===== config.mk =====
export PLATFORM = sky130hd
export DESIGN_NAME = npt_dist
export DESIGN_NICKNAME = d
export VERILOG_FILES = /design/src/rtl/core/npt_dist.sv
export SDC_FILE = /design/constraint.sdc
export NUM_CORES = 1
export LEC_CHECK = 0
export BUFFER_PORTS_ARGS = -buffer_cell sky130_fd_sc_hd__buf_4
export CORE_ASPECT_RATIO = 1.4
export CORE_MARGIN = 1
export CORE_UTILIZATION = 69
export DETAILED_ROUTE_END_ITERATION = 8
export PLACE_DENSITY = 0.88
export SLEW_MARGIN = 20
export SYNTH_ARGS = -nofsm -noshare
export SYNTH_HDL_FRONTEND = slang
export SYNTH_SLANG_ARGS = --single-unit
export TNS_END_PERCENT = 5

===== constraint.sdc =====
create_clock -name clk_i -period 22.6 [get_ports clk_i]
set_input_delay 3.39 -clock clk_i [delete_from_list [all_inputs] [get_ports clk_i]]
set_output_delay 3.39 -clock clk_i [all_outputs]
set_load 0.02 [all_outputs]

===== src/rtl/core/npt_dist.sv =====
// Distance unit: squared distance of each streamed point to the query and
// running minimum, first point kept on ties. Two stages. Uses no package items.
`default_nettype none

module npt_dist #(
  parameter int unsigned CW = 16
) (
  input  wire                 clk_i,
  input  wire                 rst_ni,
  input  wire                 feed_valid_i,
  input  wire                 feed_first_i,
  input  wire  [CW-1:0]       pt_x_i,
  input  wire  [CW-1:0]       pt_z_i,
  input  wire  [CW-1:0]       q_x_i,
  input  wire  [CW-1:0]       q_z_i,
  output logic                busy_o,
  output logic [CW-1:0]       best_x_o,
  output logic [CW-1:0]       best_z_o,
  output logic [2*CW:0]       best_d_o
);

  logic [CW-1:0]   dx, dz;
  logic [2*CW-1:0] sqx_d, sqz_d, sqx_q, sqz_q;
  logic [CW-1:0]   px_q, pz_q;
  logic            v_q, first_q;
  logic [2*CW:0]   sum;
  logic            better;
  logic [CW-1:0]   bx_q, bz_q;
  logic [2*CW:0]   bd_q;

  assign dx    = (pt_x_i >= q_x_i) ? (pt_x_i - q_x_i) : (q_x_i - pt_x_i);
  assign dz    = (pt_z_i >= q_z_i) ? (pt_z_i - q_z_i) : (q_z_i - pt_z_i);
  assign sqx_d = dx * dx;
  assign sqz_d = dz * dz;

  // stage 1: squares
  always_ff @(posedge clk_i or negedge rst_ni) begin
    if (!rst_ni) begin
      v_q <= 1'b0;
    end else begin
      v_q <= feed_valid_i;
    end
  end

  always_ff @(posedge clk_i) begin
    if (feed_valid_i) begin
      sqx_q   <= sqx_d;
      sqz_q   <= sqz_d;
      px_q    <= pt_x_i;
      pz_q    <= pt_z_i;
      first_q <= feed_first_i;
    end
  end

  // stage 2: sum and strict-less compare
  assign sum    = {1'b0, sqx_q} + {1'b0, sqz_q};
  assign better = first_q || (sum < bd_q);

  always_ff @(posedge clk_i) begin
    if (v_q && better) begin
      bx_q <= px_q;
      bz_q <= pz_q;
      bd_q <= sum;
    end
  end

  assign busy_o   = v_q;
  assign best_x_o = bx_q;
  assign best_z_o = bz_q;
  assign best_d_o = bd_q;

endmodule

`default_nettype wire


# Yosys cells after proc, flatten, opt, wreduce, memory -nomap -nowiden
# Cells that the tools add are included.
# word_totals
n_memories,0
output_inout_bits,66
regBits,163
ramBits,0
latchBits,0
mem_bits_ro,0
# op_classes
mux,2
n_lt_le_gt_ge,3
n_eq_ne,0
addsub,5
shift,0
bitwise_logic,0
multipliers,2
n_div,0
reduce_logical,2
# ops
cell,n
multiplier 16 x 16 -> 32 bit,2
subtractor 16 bit,4
adder 32 x 32 -> 33 bit,1
< comparator 33 bit,1
greater-or-equal comparator 16 bit,2
2-to-1 mux 16 bit,2
logical AND 1 bit,1
logical OR 1 bit,1

# Longest topological paths before layout
# depth
depth_word,4
mapped_depth,38

# Worst setup path before layout
# OpenSTA, ideal clock, no wires.
# synth_path
path_type,input-to-reg
start,input port pt_z_i[6]
end,"register sqz_q[28], data pin"
n_path_buf,4
required_ns,22.405
slack_ns,11.287
setup_time_ns,0.195
arrival_time_ns,11.118
cell_stages,32
cell_sequence,inv_1 -> ha_1 -> buf_2 -> and3_4 -> a221oi_2 -> nor2_1 -> nor4b_4 -> buf_6 -> buf_6 -> mux2i_1 -> xnor2_2 -> buf_2 -> nand2_1 -> fa_1 -> fa_1 -> inv_1 -> fa_1 -> fa_1 -> fa_1 -> inv_1 -> fa_1 -> inv_1 -> ha_1 -> a21o_1 -> a21o_1 -> a21oi_1 -> o21bai_1 -> a21oi_1 -> nor2b_1 -> o32ai_1 -> o21ai_0 -> o311ai_0
# synth_between
elab_chain_cells,3
# synth_rtl
element,line_no,source
from (decl),13,"input wire [CW-1:0] pt_z_i,"
subtractor 16 bit or greater-or-equal comparator 16 bit (tied branches),32,assign dz = (pt_z_i >= q_z_i) ? (pt_z_i - q_z_i) : (q_z_i - pt_z_i);
2-to-1 mux 16 bit (*),32,
multiplier 16 x 16 -> 32 bit (*),34,assign sqz_d = dz * dz;
named net sqz_d[28],23,"logic [2*CW-1:0] sqx_d, sqz_d, sqx_q, sqz_q;"
to (signal assigned),48,sqz_q <= sqz_d;
to (decl),23,
# The timed path passes the listed nets; every way through them passes the cells marked *.
# A chain may end at the register's enable or synchronous reset.

# Final worst setup path
# layout_path
start,input port pt_z_i[11]
end,"register sqz_q[28], data pin"
# The elaborated chain is that of the path after synthesis.

==> summary.txt <==
Outcome
  • Status: complete, no violations

Yosys
  • Top post-synthesis cells by count: 569 x inv_1, 330 x fa_1, 320 x ha_1, 200 x nand2_1, 161 x nor2_1
  • Dominant synthesized flop cell: edfxtp_1
  • Post-synthesis async set-or-reset flop share: 0.00621
  • EDFF count, synth: 160
  • Cell area after synthesis: 0.0246 sq mm
  • Netlist cell types: 93
  • Most numerous cell in the Yosys netlist: inv_1
  • Synth warn: 0
  • Mapped Nets: 3261
  • Area share of the largest cell type after synthesis: 0.269
  • Largest cells by area after synthesis: fa_1 27%, edfxtp_1 20%, ha_1 16%
  • Register area share after synthesis: 0.196
  • Yosys reg bits: 161
  • Cells after Synth: 2543
  • Mapped Avg Cell Area: 9.67 sq um
  • Synth area leader: fa_1

Cells and area
  • Final #Nets: 3369
  • Multi-input gate area: 0.0173 sq mm
  • Area Growth Syn to Fin: 8.06%
  • Fill cells: 2404
  • Share of layout cells above drive strength 1: 0.0901
  • Register area: 0.00483 sq mm

Timing
  • Minimum clock period: 12430 ps
  • Max Slew Vio Count: 0
  • Final worst path period share: 0.550
  • RSZ-0062 raised after global routing: no
  • Fmax: 80.4 MHz
  • Post-route setup TNS: 0 ps
  • Final-report setup violation count: 0
  • Actual slew at the worst max-slew pin: 982 ps
  • Final hold violation count: 0
  • Skew final: 13.8 ps
  • Slew Limit Headroom: 0.345

CTS
  • Latest clock arrival within the worst-skew pair: 450 ps
  • H-Tree Depth: 4
  • Hold buffer count at cts: 0
  • Worst-path clk slew: 80 ps
  • Post-CTS setup buffers: 0
  • CTS Buffer Depth: 2
  • PostCTS Resize Cnt: 0
  • CTS tree: done
  • Clk sink count: 161
  • TritonCTS Buffers: 17
  • Root Buffer: clkbuf_16

Worst setup path
  • Slowest cell on crit path: nor4b_4
  • Critical Path End: sqz_q[28]
  • CP Class: input pin to flop
  • Reg-to-Reg Start: sqz_q[3]
  • Reg-to-Reg End: best_x_o[2]
  • Crit path DAT: 12670 ps
  • Worst path required time: 22840 ps
  • CP dominant cell by count: fa_1
  • Largest fanout on the critical path: 14
  • R2R setup slack: 16070 ps
  • FF-to-FF path depth: 20
  • Critical path launch point type: input pin
  • Critical path capture point type: flop
  • Critical Path Start: pt_z_i[11]
  • CP max stage delay: 630 ps

Route
  • Via/cell ratio: 5.94
  • Number of routed nets with antenna violations: 0
  • WL/cell: 19.7 um
  • Number of remaining DRC errors: 0
  • DRT Wirelength: 61.5 mm
  • Initial DRC count: 1050
  • Via count: 18500
  • Initial DRT Pass Iterations: 7

Hold path
  • HP Class: flop to flop
  • Min-delay src: px_q[7]

Placement
  • GPL Wtd Cong: 0.940
  • HPWL Detailed: 50.4 mm
  • PortBufs: 133

Job
  • Max_cap viols: 0

Global route
  • Gr usage total: 0.359
  • Initial antenna violation count: 1
  • Global-route wire length before repair: 101 mm
  • Largest net degree at the start of global routing: 68
  • Vias in the first global route: 20500
  • GRT overflow: 0

Floorplan
  • Core area: 0.0351 sq mm
  • Die height: 225 um
  • Die area: 0.0364 sq mm
  • Die width: 162 um
  • Num rows: 81
  • Starting Density: 0.701
  • Top-Level Pins: 134
-- worst max-delay path, delay by kind of cell --
kind            cells  cell delay, ps
compound gates     11            2680
xor+xnor            1             580
buf+inv             8             920
simple gates        4            1210
mux                 1             330
fa+ha+maj           8            3570
-- per-layer routing --
| layer | global-route usage | up-vias | wire length (um) |
|---|---|---|---|
| li1 | - | 8389 | - |
| met1 | 0.366 | 9144 | 20800 |
| met2 | 0.675 | 719 | 33200 |
| met3 | 0.0526 | 278 | 3120 |
| met4 | 0.237 | 0 | 4360 |
| met5 | 0 | - | 0 |
-- worst min-delay path by stage --
stage                   endpoint  slack (ps)  cells past startpoint
global placement    best_x_o[10]         400                      0
global route         best_x_o[7]         420                      0
CTS                  best_x_o[7]         410                      0
detailed placement   best_x_o[9]         410                      0
floorplan            best_x_o[0]         400                      0
finish               best_x_o[7]         410                      0
-- per-stage QoR --
stage          hold slack [ps]  instance area, sq um  setup slack, ps  cells  utilization
2_1_floorplan              400                 24600            11290   2543            -
3_3_place_gp               400                 26000             9940   3088        0.741
3_5_place_dp               406                 26000             9730   3088        0.741
4_1_cts                    411                 26600            10160   3120        0.758
5_1_grt                    424                 26600             9360   3121        0.758
6_report                   411                 26600            10170   3121        0.758
-- layout by cell type (no fill, tap or decap), drive strengths merged, types with 6 or more instances in the layout --
master	count
o31ai	6
o211ai	11
nor2	163
clkbuf	18
o21a	20
nand3	26
o21bai	15
nand2	200
xor2	35
and3	8
nor2b	20
mux2i	14
inv	581
a31oi	12
nor3	26
a21oi	119
nand2b	30
buf	151
o21ai	75
and2	36
clkinv	7
nand4	13
a211oi	16
or2	7
ha	320
a311oi	6
and4	6
xnor2	80
fa	330
edfxtp	160
a21o	75
-- flip-flops by register name (all words and copies together), names as in the netlist --
| register | cells |
|---|---|
| best_x_o | 16 |
| busy_o | 1 |
| best_z_o | 16 |
| first_q | 1 |
| sqx_q | 31 |
| sqz_q | 31 |
| px_q | 16 |
| pz_q | 16 |
| best_d_o | 33 |
-- cell families after synthesis --
| group | Yosys count | share of synthesized area |
|---|---|---|
| compound gates | 406 | 0.111 |
| xor+xnor | 116 | 0.0471 |
| mux | 19 | 0.00865 |
| flops | 161 | 0.196 |
| simple gates | 551 | 0.104 |
| fa+ha+maj | 650 | 0.431 |
| buf+inv | 640 | 0.102 |
-- final cells by class --
class	instances	area share
well taps	456	0.0215
inverters	578	0.0816
flip-flops and latches	161	0.182
multi-input cells	1742	0.650
clock inverters	14	0.00636
diodes	1	0.0000942
repair buffers	151	0.0427
clock buffers	18	0.0161
Power is left out: the tool's default activity adds up to more than one toggle a clock period on the data nets, which glitch-free logic cannot reach.
