===== src/rtl/core/npt_pkg.sv =====
// Shared package for the nearest point table: command and status codes, state
// machine states and the per-cell control struct. No dependencies.
`default_nettype none

package npt_pkg;

  localparam int unsigned CapacityDef  = 64;
  localparam int unsigned CoordBitsDef = 16;

  localparam int unsigned KindW   = 2;
  localparam int unsigned StatusW = 3;
  localparam int unsigned CountW  = 7;   // width of point_count on the port
  localparam int unsigned PortCW  = 16;  // coordinate width on the ports
  localparam int unsigned DistW   = 33;  // distance width on the port

  typedef enum logic [KindW-1:0] {
    KIND_INSERT  = 2'd0,
    KIND_REMOVE  = 2'd1,
    KIND_MEMBER  = 2'd2,
    KIND_NEAREST = 2'd3
  } npt_kind_e;

  typedef enum logic [StatusW-1:0] {
    STAT_OK     = 3'd0,
    STAT_DUP    = 3'd1,
    STAT_ABSENT = 3'd2,
    STAT_EMPTY  = 3'd3,
    STAT_FULL   = 3'd4
  } npt_status_e;

  typedef enum logic [1:0] {
    S_IDLE,
    S_WALK,
    S_DRAIN,
    S_FINISH
  } npt_state_e;

  // control of one cell in the chain
  typedef struct packed {
    logic shift;  // take neighbour's point (list moves up one place)
    logic take;   // while shifting, take the head instead (it rejoins the tail)
    logic wr;     // write the command's point (insert at the end)
  } npt_cell_ctl_t;

endpackage

`default_nettype wire


===== src/rtl/core/npt_cell.sv =====
// One cell of the point chain: holds a single (x, z) point.
// Depends on npt_pkg for the cell control struct.
`default_nettype none

module npt_cell #(
  parameter int unsigned CW = npt_pkg::CoordBitsDef
) (
  input  wire                     clk_i,
  input  npt_pkg::npt_cell_ctl_t  ctl_i,
  input  wire  [CW-1:0]           nb_x_i,
  input  wire  [CW-1:0]           nb_z_i,
  input  wire  [CW-1:0]           head_x_i,
  input  wire  [CW-1:0]           head_z_i,
  input  wire  [CW-1:0]           wr_x_i,
  input  wire  [CW-1:0]           wr_z_i,
  output logic [CW-1:0]           x_o,
  output logic [CW-1:0]           z_o
);

  logic [CW-1:0] x_q, z_q;

  // point storage, no reset: only entries below the count are read
  always_ff @(posedge clk_i) begin
    if (ctl_i.shift) begin
      x_q <= ctl_i.take ? head_x_i : nb_x_i;
      z_q <= ctl_i.take ? head_z_i : nb_z_i;
    end else if (ctl_i.wr) begin
      x_q <= wr_x_i;
      z_q <= wr_z_i;
    end
  end

  assign x_o = x_q;
  assign z_o = z_q;

endmodule

`default_nettype wire


===== config.mk =====
export PLATFORM = sky130hd
export DESIGN_NAME = npt_cell
export DESIGN_NICKNAME = d
export VERILOG_FILES = /design/src/rtl/core/npt_pkg.sv /design/src/rtl/core/npt_cell.sv
export SDC_FILE = /design/constraint.sdc
export NUM_CORES = 1
export LEC_CHECK = 0
export BUFFER_PORTS_ARGS = -buffer_cell sky130_fd_sc_hd__buf_2
export CAP_MARGIN = 10
export CORE_ASPECT_RATIO = 0.75
export CORE_MARGIN = 2
export CORE_UTILIZATION = 39
export CTS_CLUSTER_DIAMETER = 80
export DETAILED_ROUTE_END_ITERATION = 8
export GPL_ROUTABILITY_DRIVEN = 0
export PLACE_DENSITY = 0.85
export SLEW_MARGIN = 20
export SYNTH_ARGS = -nofsm -noshare
export SYNTH_HDL_FRONTEND = slang
export SYNTH_SLANG_ARGS = --single-unit

===== constraint.sdc =====
create_clock -name clk_i -period 1.1 [get_ports clk_i]
set_input_delay 0 -clock clk_i [delete_from_list [all_inputs] [get_ports clk_i]]
set_output_delay 0 -clock clk_i [all_outputs]
set_load 0.02 [all_outputs]

### Word-level counts from Yosys, hierarchy flattened

Index checks and enable logic that the tools add are counted.
W data, S select, Z words.

* memory bits (writable): 0
* memories kept: 0
* latch bits: 0
* bits in registers: 32
* ROM bits: 0
* input port bits: 100

* reduce and logical (&&, ||, !) cells: 1
* shifts and indexed selects: 0
* $add $sub $neg: 0
* eq/ne operators: 0
* magnitude comparators: 0
* multiplexer cells: 6
* divide/modulo/power cells: 0
* bitwise logic cells: 0
* multipliers: 0

Operators with widths (count)
* $mux W16: 6
* $reduce_bool A2 Y1: 1

### Longest topological paths before layout

Gate-level depths: netlist of run 1.

* word-level depth: 2
* gate-level depth with buffers: 4
* mapped depth without buffers: 2

### Least setup slack after synthesis of run 1

No wires, ideal clock.

* path kind: input port to flip-flop
* start: in ctl_i[2] (netlist bit)
* end: reg x_q[0] (netlist: x_o[0]) (enable)
* slack: 0.099 ns
* path buffers: 1
* required time: 0.725 ns
* stages on the path: 2
* data arrival time: 0.626 ns
* setup time: 0.375 ns
* cell sequence: buf_2 > or2_2

* longest elaborated chain between the ends: 1

RTL lines
* from (decl): line npt_cell.sv:9 `input npt_pkg::npt_cell_ctl_t ctl_i,`
* $reduce_bool A2 Y1 (no source line)
* to (signal assigned): line npt_cell.sv:25 `x_q <= ctl_i.take ? head_x_i : nb_x_i;`
* to (signal assigned): line npt_cell.sv:28 `x_q <= wr_x_i;`
* to (decl): line npt_cell.sv:20 `logic [CW-1:0] x_q, z_q;`

Every way passes these cells.
A chain may end at the register's enable or synchronous reset.

### Worst setup path in the final report of run 1

* start: reg z_q[13] (netlist: z_o[13])
* end: out z_o[13]

RTL lines
* from (decl): line npt_cell.sv:20
* from (signal assigned): line npt_cell.sv:26 `z_q <= ctl_i.take ? head_z_i : nb_z_i;`
* from (signal assigned): line npt_cell.sv:29 `z_q <= wr_z_i;`
* to (decl): line npt_cell.sv:17 `output logic [CW-1:0] z_o`

No word-level cell between the ends.

==> metrics.txt, run 1 <==
status finished clean; count of clock tree sinks 32; NumNets Final 372; Area growth syn-to-layout 44.58%; initial standard-cell utilization of the core between 40% and 50%; CP max stage delay ~0.38 ns; number of clock buffers inserted by TritonCTS 5; area of the core slightly above 0.004 mm^2; routed length per placed instance 12.27 um; number of detailed-route iterations in the first pass 4; Startpoint Class register; number of max-cap violations 0; final design utilization between 50% and 60%; maximum VDD drop 0.6426 mV; most frequent cells in the layout sky130_fd_sc_hd__buf_2, sky130_fd_sc_hd__mux2i_1, sky130_fd_sc_hd__nor2_1, sky130_fd_sc_hd__a21oi_1, sky130_fd_sc_hd__edfxtp_1; number of antenna violations at the first check in global routing 0; worst setup margin ~0.27 ns; class of the most critical hold timing path in2reg; post-synthesis net count 240; most utilized layer in the global route result met2; number of pins with negative max-slew slack in the final report 0; proportion of layout cells with a drive suffix above 1 52.21%; count of fill cells added during filler insertion between 300 and 400; highest clock rate roughly 1200 MHz; met2 Resource Use GR 31.93%; endpoints failing setup 0; Setup Fix Bufs, Post-CTS 0; per-instance average area after synthesis between 10 and 15 um^2; largest net degree at the start of global routing 35; FF/Latch Area around 960 um^2; global-route track usage on met1 ~16%; final hold violation count 0; leakage between 1 and 1.5 nW; wire length of the first global-routing pass just under 6000 um; # hold bufs at CTS 0; Sw Share about 27%; width of the die 79.63 um; count of antenna-violating nets left after detailed routing 0; drt first-iter violations 65; most frequent standard cell in the layout excluding fill and tap cells sky130_fd_sc_hd__buf_2; proportion of synthesized chip area in sequential cells between 50% and 60%; Finished Layout Cells between 300 and 400; cell total after placement 320; number of synthesis warnings 0; number of buffers and inverters on the critical path 1; arrival time worst endpoint a little over 0.8 ns; power per unit of standard cell area approximately 1300 mW/mm^2; global router's overall resource usage between 10% and 20%; crit share post-route between 70% and 80%; Worst Setup End Kind output port; aggregate negative setup slack 0 ns; H-tree depth 2; final antenna diode count 0; number of vias in the routed layout around 1500; remaining routing DRC violations 0; Vias/cell 4.703; Slowest-stage cell, CP sky130_fd_sc_hd__edfxtp_1; Total Power around 3.1 mW; CTS Root Cell sky130_fd_sc_hd__clkbuf_8; sequential power share about 50%; highest net fanout along the worst path 1; cell family with the largest share of critical-path delay flip-flops; boundary pin count 132; total of buffers placed on input and output ports 131; Die Y 60.72 um; transition time of the tightest slew-check pin 0.3122 ns; total number of placement rows 20; cell internal pwr 2.254 mW; clock power share roughly 26%; ordered list of cells on the worst path buf_2; worst setup slack before clock tree synthesis 0.1164 ns; RSZ-0062 raised after global routing false; classification of the worst setup path reg2out; Die Area between 0.004 and 0.005 mm^2; clock-pin slew reported for the worst setup and hold paths after clock tree synthesis around 0.060 ns; Tmin final 0.8321 ns; multi-input gate area in the final layout around 610 um^2; estimated wirelength of the detail-placed design roughly 3100 um; required time at the worst-slack endpoint between 1 and 1.5 ns; Gate power share approximately a quarter; post-synth design cell area roughly 0.0017 mm^2; global-route track usage on met3 6.845%; total congestion overflow 0; total wire length after detailed routing between 4000 and 5000 um; post-synthesis register bit count 32; worst relative slew slack around 80%; number of unique standard cell types used by synthesis 9; vias in the first global route 1385; total net switching power between 0.8 and 0.9 mW; CTS tree built; PostCTS Resize Cnt 0; instance count of the mapped netlist 140; CTS Buffer Depth 2
-- metal layers --
layer  routed length (um)  part of all wire [%]  up-vias
met5                    0                     0        -
met4                   36                  0.90        0
met3                  474                    12        5
met2                 2036                    51       76
met1                 1465                    37      684
li1                     -                     -      773
-- power by group through the flow --
stage,clock [mW],sequential (mW),combinational (mW)
2_1_floorplan,0,1.76,0.245
3_3_place_gp,0,1.56,0.751
3_5_place_dp,0,1.57,0.765
4_1_cts,0.838,1.54,0.767
5_1_grt,0.881,1.55,0.826
6_report,0.796,1.54,0.757
-- Yosys cell counts --
cell | count | share of area (%)
sky130_fd_sc_hd__buf_2 | 6 | 1.8
sky130_fd_sc_hd__a21oi_1 | 32 | 9.6
sky130_fd_sc_hd__mux2i_1 | 32 | 19
sky130_fd_sc_hd__buf_6 | 1 | 0.67
sky130_fd_sc_hd__buf_12 | 3 | 3.6
sky130_fd_sc_hd__nor2_1 | 32 | 7.2
sky130_fd_sc_hd__edfxtp_1 | 32 | 57
sky130_fd_sc_hd__clkbuf_1 | 1 | 0.22
sky130_fd_sc_hd__or2_2 | 1 | 0.37
-- final cells by class --
type / count / share of cell area, %
clock inverters: 2 / 0.3104
clock buffers: 5 / 2.845
multi-input cells: 97 / 25.09
well taps: 55 / 2.845
repair buffers: 136 / 29.18
flip-flops and latches: 32 / 39.73
-- cell families (layout without fill, tap and decap cells) --
kind of cell / Yosys count / count (layout) / share of synthesized area, %
AO/OA/AOI/OAI: 32 / 32 / 9.573
buffers and inverters: 11 / 143 / 6.283
flip-flops: 32 / 32 / 57.44
multiplexers: 32 / 32 / 19.15
AND/OR/NAND/NOR: 33 / 33 / 7.555
-- worst paths after layout --
kind                end  cells after the start               from  slack (ns)
max             z_o[13]                      1  z_o[13]$_DFFE_PP_        0.27
min   z_o[15]$_DFFE_PP_                      3         wr_z_i[15]        0.04
-- sequential cells by signal (all words and copies together) (netlist names) --
signal / count
x_o: 16
z_o: 16
-- metrics by stage --
stage               instance area (um^2)  hold slack (ns)
finish                              2419          0.03948
global route                        2419          0.03900
CTS                                 2419          0.02765
detailed placement                  2342           0.3185
global placement                    2342           0.3128
floorplan                           1673           0.2250
Power figures use the tool's default switching activity.
==> inputs of run 2 (changes only) <==
Settings changed: ABC_AREA from default to 1, CORE_UTILIZATION 39 to 42.
Clock period 1.1 ns to 0.9 ns, I/O delays scaled along.
==> run 2 against run 1 <==
Routed wire length up 35%. Sequential share of layout area down 7.2 points. Synthesized cell count up 95%. Cell area up 22%. Worst setup slack worse by 0.19 ns. Critical path depth unchanged. Largest cell class unchanged.
==> metrics.txt, run 2 <==
drt first-iter violations 102 (+57%); largest net degree at the start of global routing 33 (-5.7%); arrival time worst endpoint 0.83 ns (about the same); status finished clean; boundary pin count 132 (unchanged); most utilized layer in the global route result met2; worst hold margin 0.01098 ns (-0.02850 ns); cell family with the largest share of critical-path delay flip-flops; transition time of the tightest slew-check pin 0.5551 ns (+0.2429 ns); total of buffers placed on input and output ports 131 (unchanged); Sw Share 29.01% (+1.8 points); per-instance average area after synthesis 7.429 um^2 (-38%); wire length of the first global-routing pass 8652 um (+46%); number of max-cap violations 0 (unchanged); EDFF count, synth 32 (unchanged); CTS tree built; library cell with the highest instance count after synthesis sky130_fd_sc_hd__nand2_1; proportion of synthesized chip area in sequential cells 47.38% (-10 points); Vias/cell 4.563 (-3.0%); H-tree depth 2 (unchanged); NumNets Final 518 (+39%); share of async-settable or async-resettable flops after synthesis 0% (unchanged); total net switching power 1.167 mW (+39%); endpoints failing setup 0 (unchanged); vias in the first global route 2061 (+49%); highest net fanout along the worst path 1 (unchanged); aggregate negative setup slack 0 ns (unchanged); cell internal pwr 2.856 mW (+27%); proportion of layout cells with a drive suffix above 1 39.62% (-13 points); worst setup slack before clock tree synthesis -0.01497 ns (-0.1313 ns); Die Area 0.005407 mm^2 (+12%); number of synthesis warnings 0 (unchanged); post-placement cell area 0.002730 mm^2 (+17%); post-synthesis cell type with the largest combined area sky130_fd_sc_hd__edfxtp_1; cell types occupying the most area after synthesis sky130_fd_sc_hd__edfxtp_1, sky130_fd_sc_hd__nand2_1, sky130_fd_sc_hd__inv_1, sky130_fd_sc_hd__nand3_1, sky130_fd_sc_hd__nand2_2; commonest cells in the netlist sky130_fd_sc_hd__nand2_1, sky130_fd_sc_hd__inv_1, sky130_fd_sc_hd__edfxtp_1, sky130_fd_sc_hd__nand3_1, sky130_fd_sc_hd__nand2_2; classification of the worst setup path reg2out; most frequent standard cell in the layout excluding fill and tap cells sky130_fd_sc_hd__buf_2; post-synthesis register bit count 32 (unchanged); instance count of the mapped netlist 273 (+95%); initial standard-cell utilization of the core 44.62% (+3.6 points); dominant synthesized flop cell sky130_fd_sc_hd__edfxtp_1; Tmin final a little over 0.8 ns; sequential power share 47.2% (-2.6 points); required time at the worst-slack endpoint 0.90 ns (-0.20 ns); global-route track usage on met1 21.14% (+5.0 points); routed length per placed instance 11.39 um (-7.2%); multi-input gate area in the final layout 699.4 um^2 (+15%); width of the die 84.24 um (+5.8%); number of antenna violations at the first check in global routing 0 (unchanged); Die Y 64.18 um (+5.7%); global-route track usage on met3 6.331% (-0.51 points); final hold violation count 0 (unchanged); count of antenna-violating nets left after detailed routing 0 (unchanged); number of clock buffers inserted by TritonCTS 5 (unchanged); Worst Setup End Kind output port; global router's overall resource usage 20.04% (+3.5 points); ordered list of cells on the worst path buf_2; power per unit of standard cell area 1364 mW/mm^2 (+6.6%); remaining routing DRC violations 0 (unchanged); worst setup margin 0.07415 ns (-0.1938 ns); number of buffers and inverters on the critical path 1 (unchanged); FF/Latch Area 960.9 um^2 (unchanged); Area growth syn-to-layout 45.47%; CTS Buffer Depth 2 (unchanged); finished layout cell area 0.002950 mm^2 (+22%); proportion of netlist area held by the largest area contributor 47.38% (-10 points); post-synth design cell area 0.002028 mm^2 (+21%); clock-pin slew reported for the worst setup and hold paths after clock tree synthesis 0.06 ns (about the same); RSZ-0062 raised after global routing false; met2 Resource Use GR 37.90% (+6.0 points); worst relative slew slack 62.94% (-16 points); clock power share 25.1% (-0.6 points); total wire length after detailed routing 5421 um (+35%); Slowest-stage cell, CP sky130_fd_sc_hd__edfxtp_1; total congestion overflow 0 (unchanged); Total Power 4.023 mW (+30%); Gate power share 27.7% (+3.2 points); count of clock tree sinks 32 (unchanged); CTS Root Cell sky130_fd_sc_hd__clkbuf_8; area of the core 0.004546 mm^2 (+11%); most frequent cells in the layout sky130_fd_sc_hd__buf_2, sky130_fd_sc_hd__nand2_1, sky130_fd_sc_hd__inv_1; Startpoint Class register; final antenna diode count 0 (unchanged); crit share post-route between 90 and 100%; number of vias in the routed layout 2172 (+41%); class of the most critical hold timing path in2reg; number of detailed-route iterations in the first pass 4 (unchanged); post-synthesis net count 373 (+55%); Setup Fix Bufs, Post-CTS 0 (unchanged); maximum VDD drop 0.7412 mV (+15%); highest clock rate about 1200 MHz; count of fill cells added during filler insertion 410 (+19%); estimated wirelength of the detail-placed design 4001 um (+30%); leakage 1.764 nW (+47%); total number of placement rows 21 (+5.0%); number of pins with negative max-slew slack in the final report 0 (unchanged); number of unique standard cell types used by synthesis 12 (+3); CP max stage delay 0.38 ns (about the same)
run 2: cell types whose count changed in the layout (fill, tap and decap cells not counted), sizes merged:
cell,change
a21oi,-32
buf,+2
clkbuf,+2
clkinv,-1
dlygate4sd3,+14
inv,+66
mux2i,-32
nand2,+128
nand3,+32
nor2,-32
run 2: cells by family (layout without fill, tap and decap cells):
family | after synthesis | in the layout | synth area share (%)
flops | 32 | 32 | 47.38
buf+inv | 80 | 226 | 18.26
simple gates | 161 | 161 | 34.36
run 2: layer usage:
| metal | up-vias | routed length, um |
|---|---|---|
| li1 | 1094 | - |
| met1 | 965 | 2092 |
| met2 | 101 | 2738 |
| met3 | 12 | 486 |
| met4 | 0 | 103 |
| met5 | - | 0 |
run 2: stage by stage:
| step | utilization [%] | cells |
|---|---|---|
| after floorplan | - | 273 |
| after global placement | 60.06 | 454 |
| after detailed placement | 60.06 | 454 |
| after CTS | 64.46 | 474 |
| after global routing | 64.91 | 476 |
| final | 64.91 | 476 |
run 2: path summary, 6_finish.rpt:
check / start / endpoint / depth (start not counted) / slack [ns]
min: wr_x_i[5] / x_o[5]$_DFFE_PP_ / 3 / 0.01
max: x_o[12]$_DFFE_PP_ / x_o[12] / 1 / 0.07
run 2: final cells by class:
cell class                 count  share of cell area (%)
clock inverter                 1                  0.1272
multi-input combinational    161                   23.71
sequential                    32                   32.57
inverter                      66                   8.567
timing repair buffer         152                   30.03
clock buffer                   7                   2.587
tap                           57                   2.417
run 2: power by group through the flow:
stage	Sequential, mW	Combinational (mW)	Clock, mW
after floorplan	2.16	0.387	0
after global placement	1.92	1.04	0
after detailed placement	1.93	1.07	0
after CTS	1.90	1.11	1.04
after global routing	1.91	1.22	1.12
final	1.90	1.11	1.01
run 2: repair_timing:
| item | 4_1_cts | 5_1_grt |
|---|---|---|
| endpoints found under the hold margin | 12 | 2 |
| setup endpoints to repair | 0 | 0 |
| resized for setup | 0 | 0 |
| hold buffers | 12 | 2 |
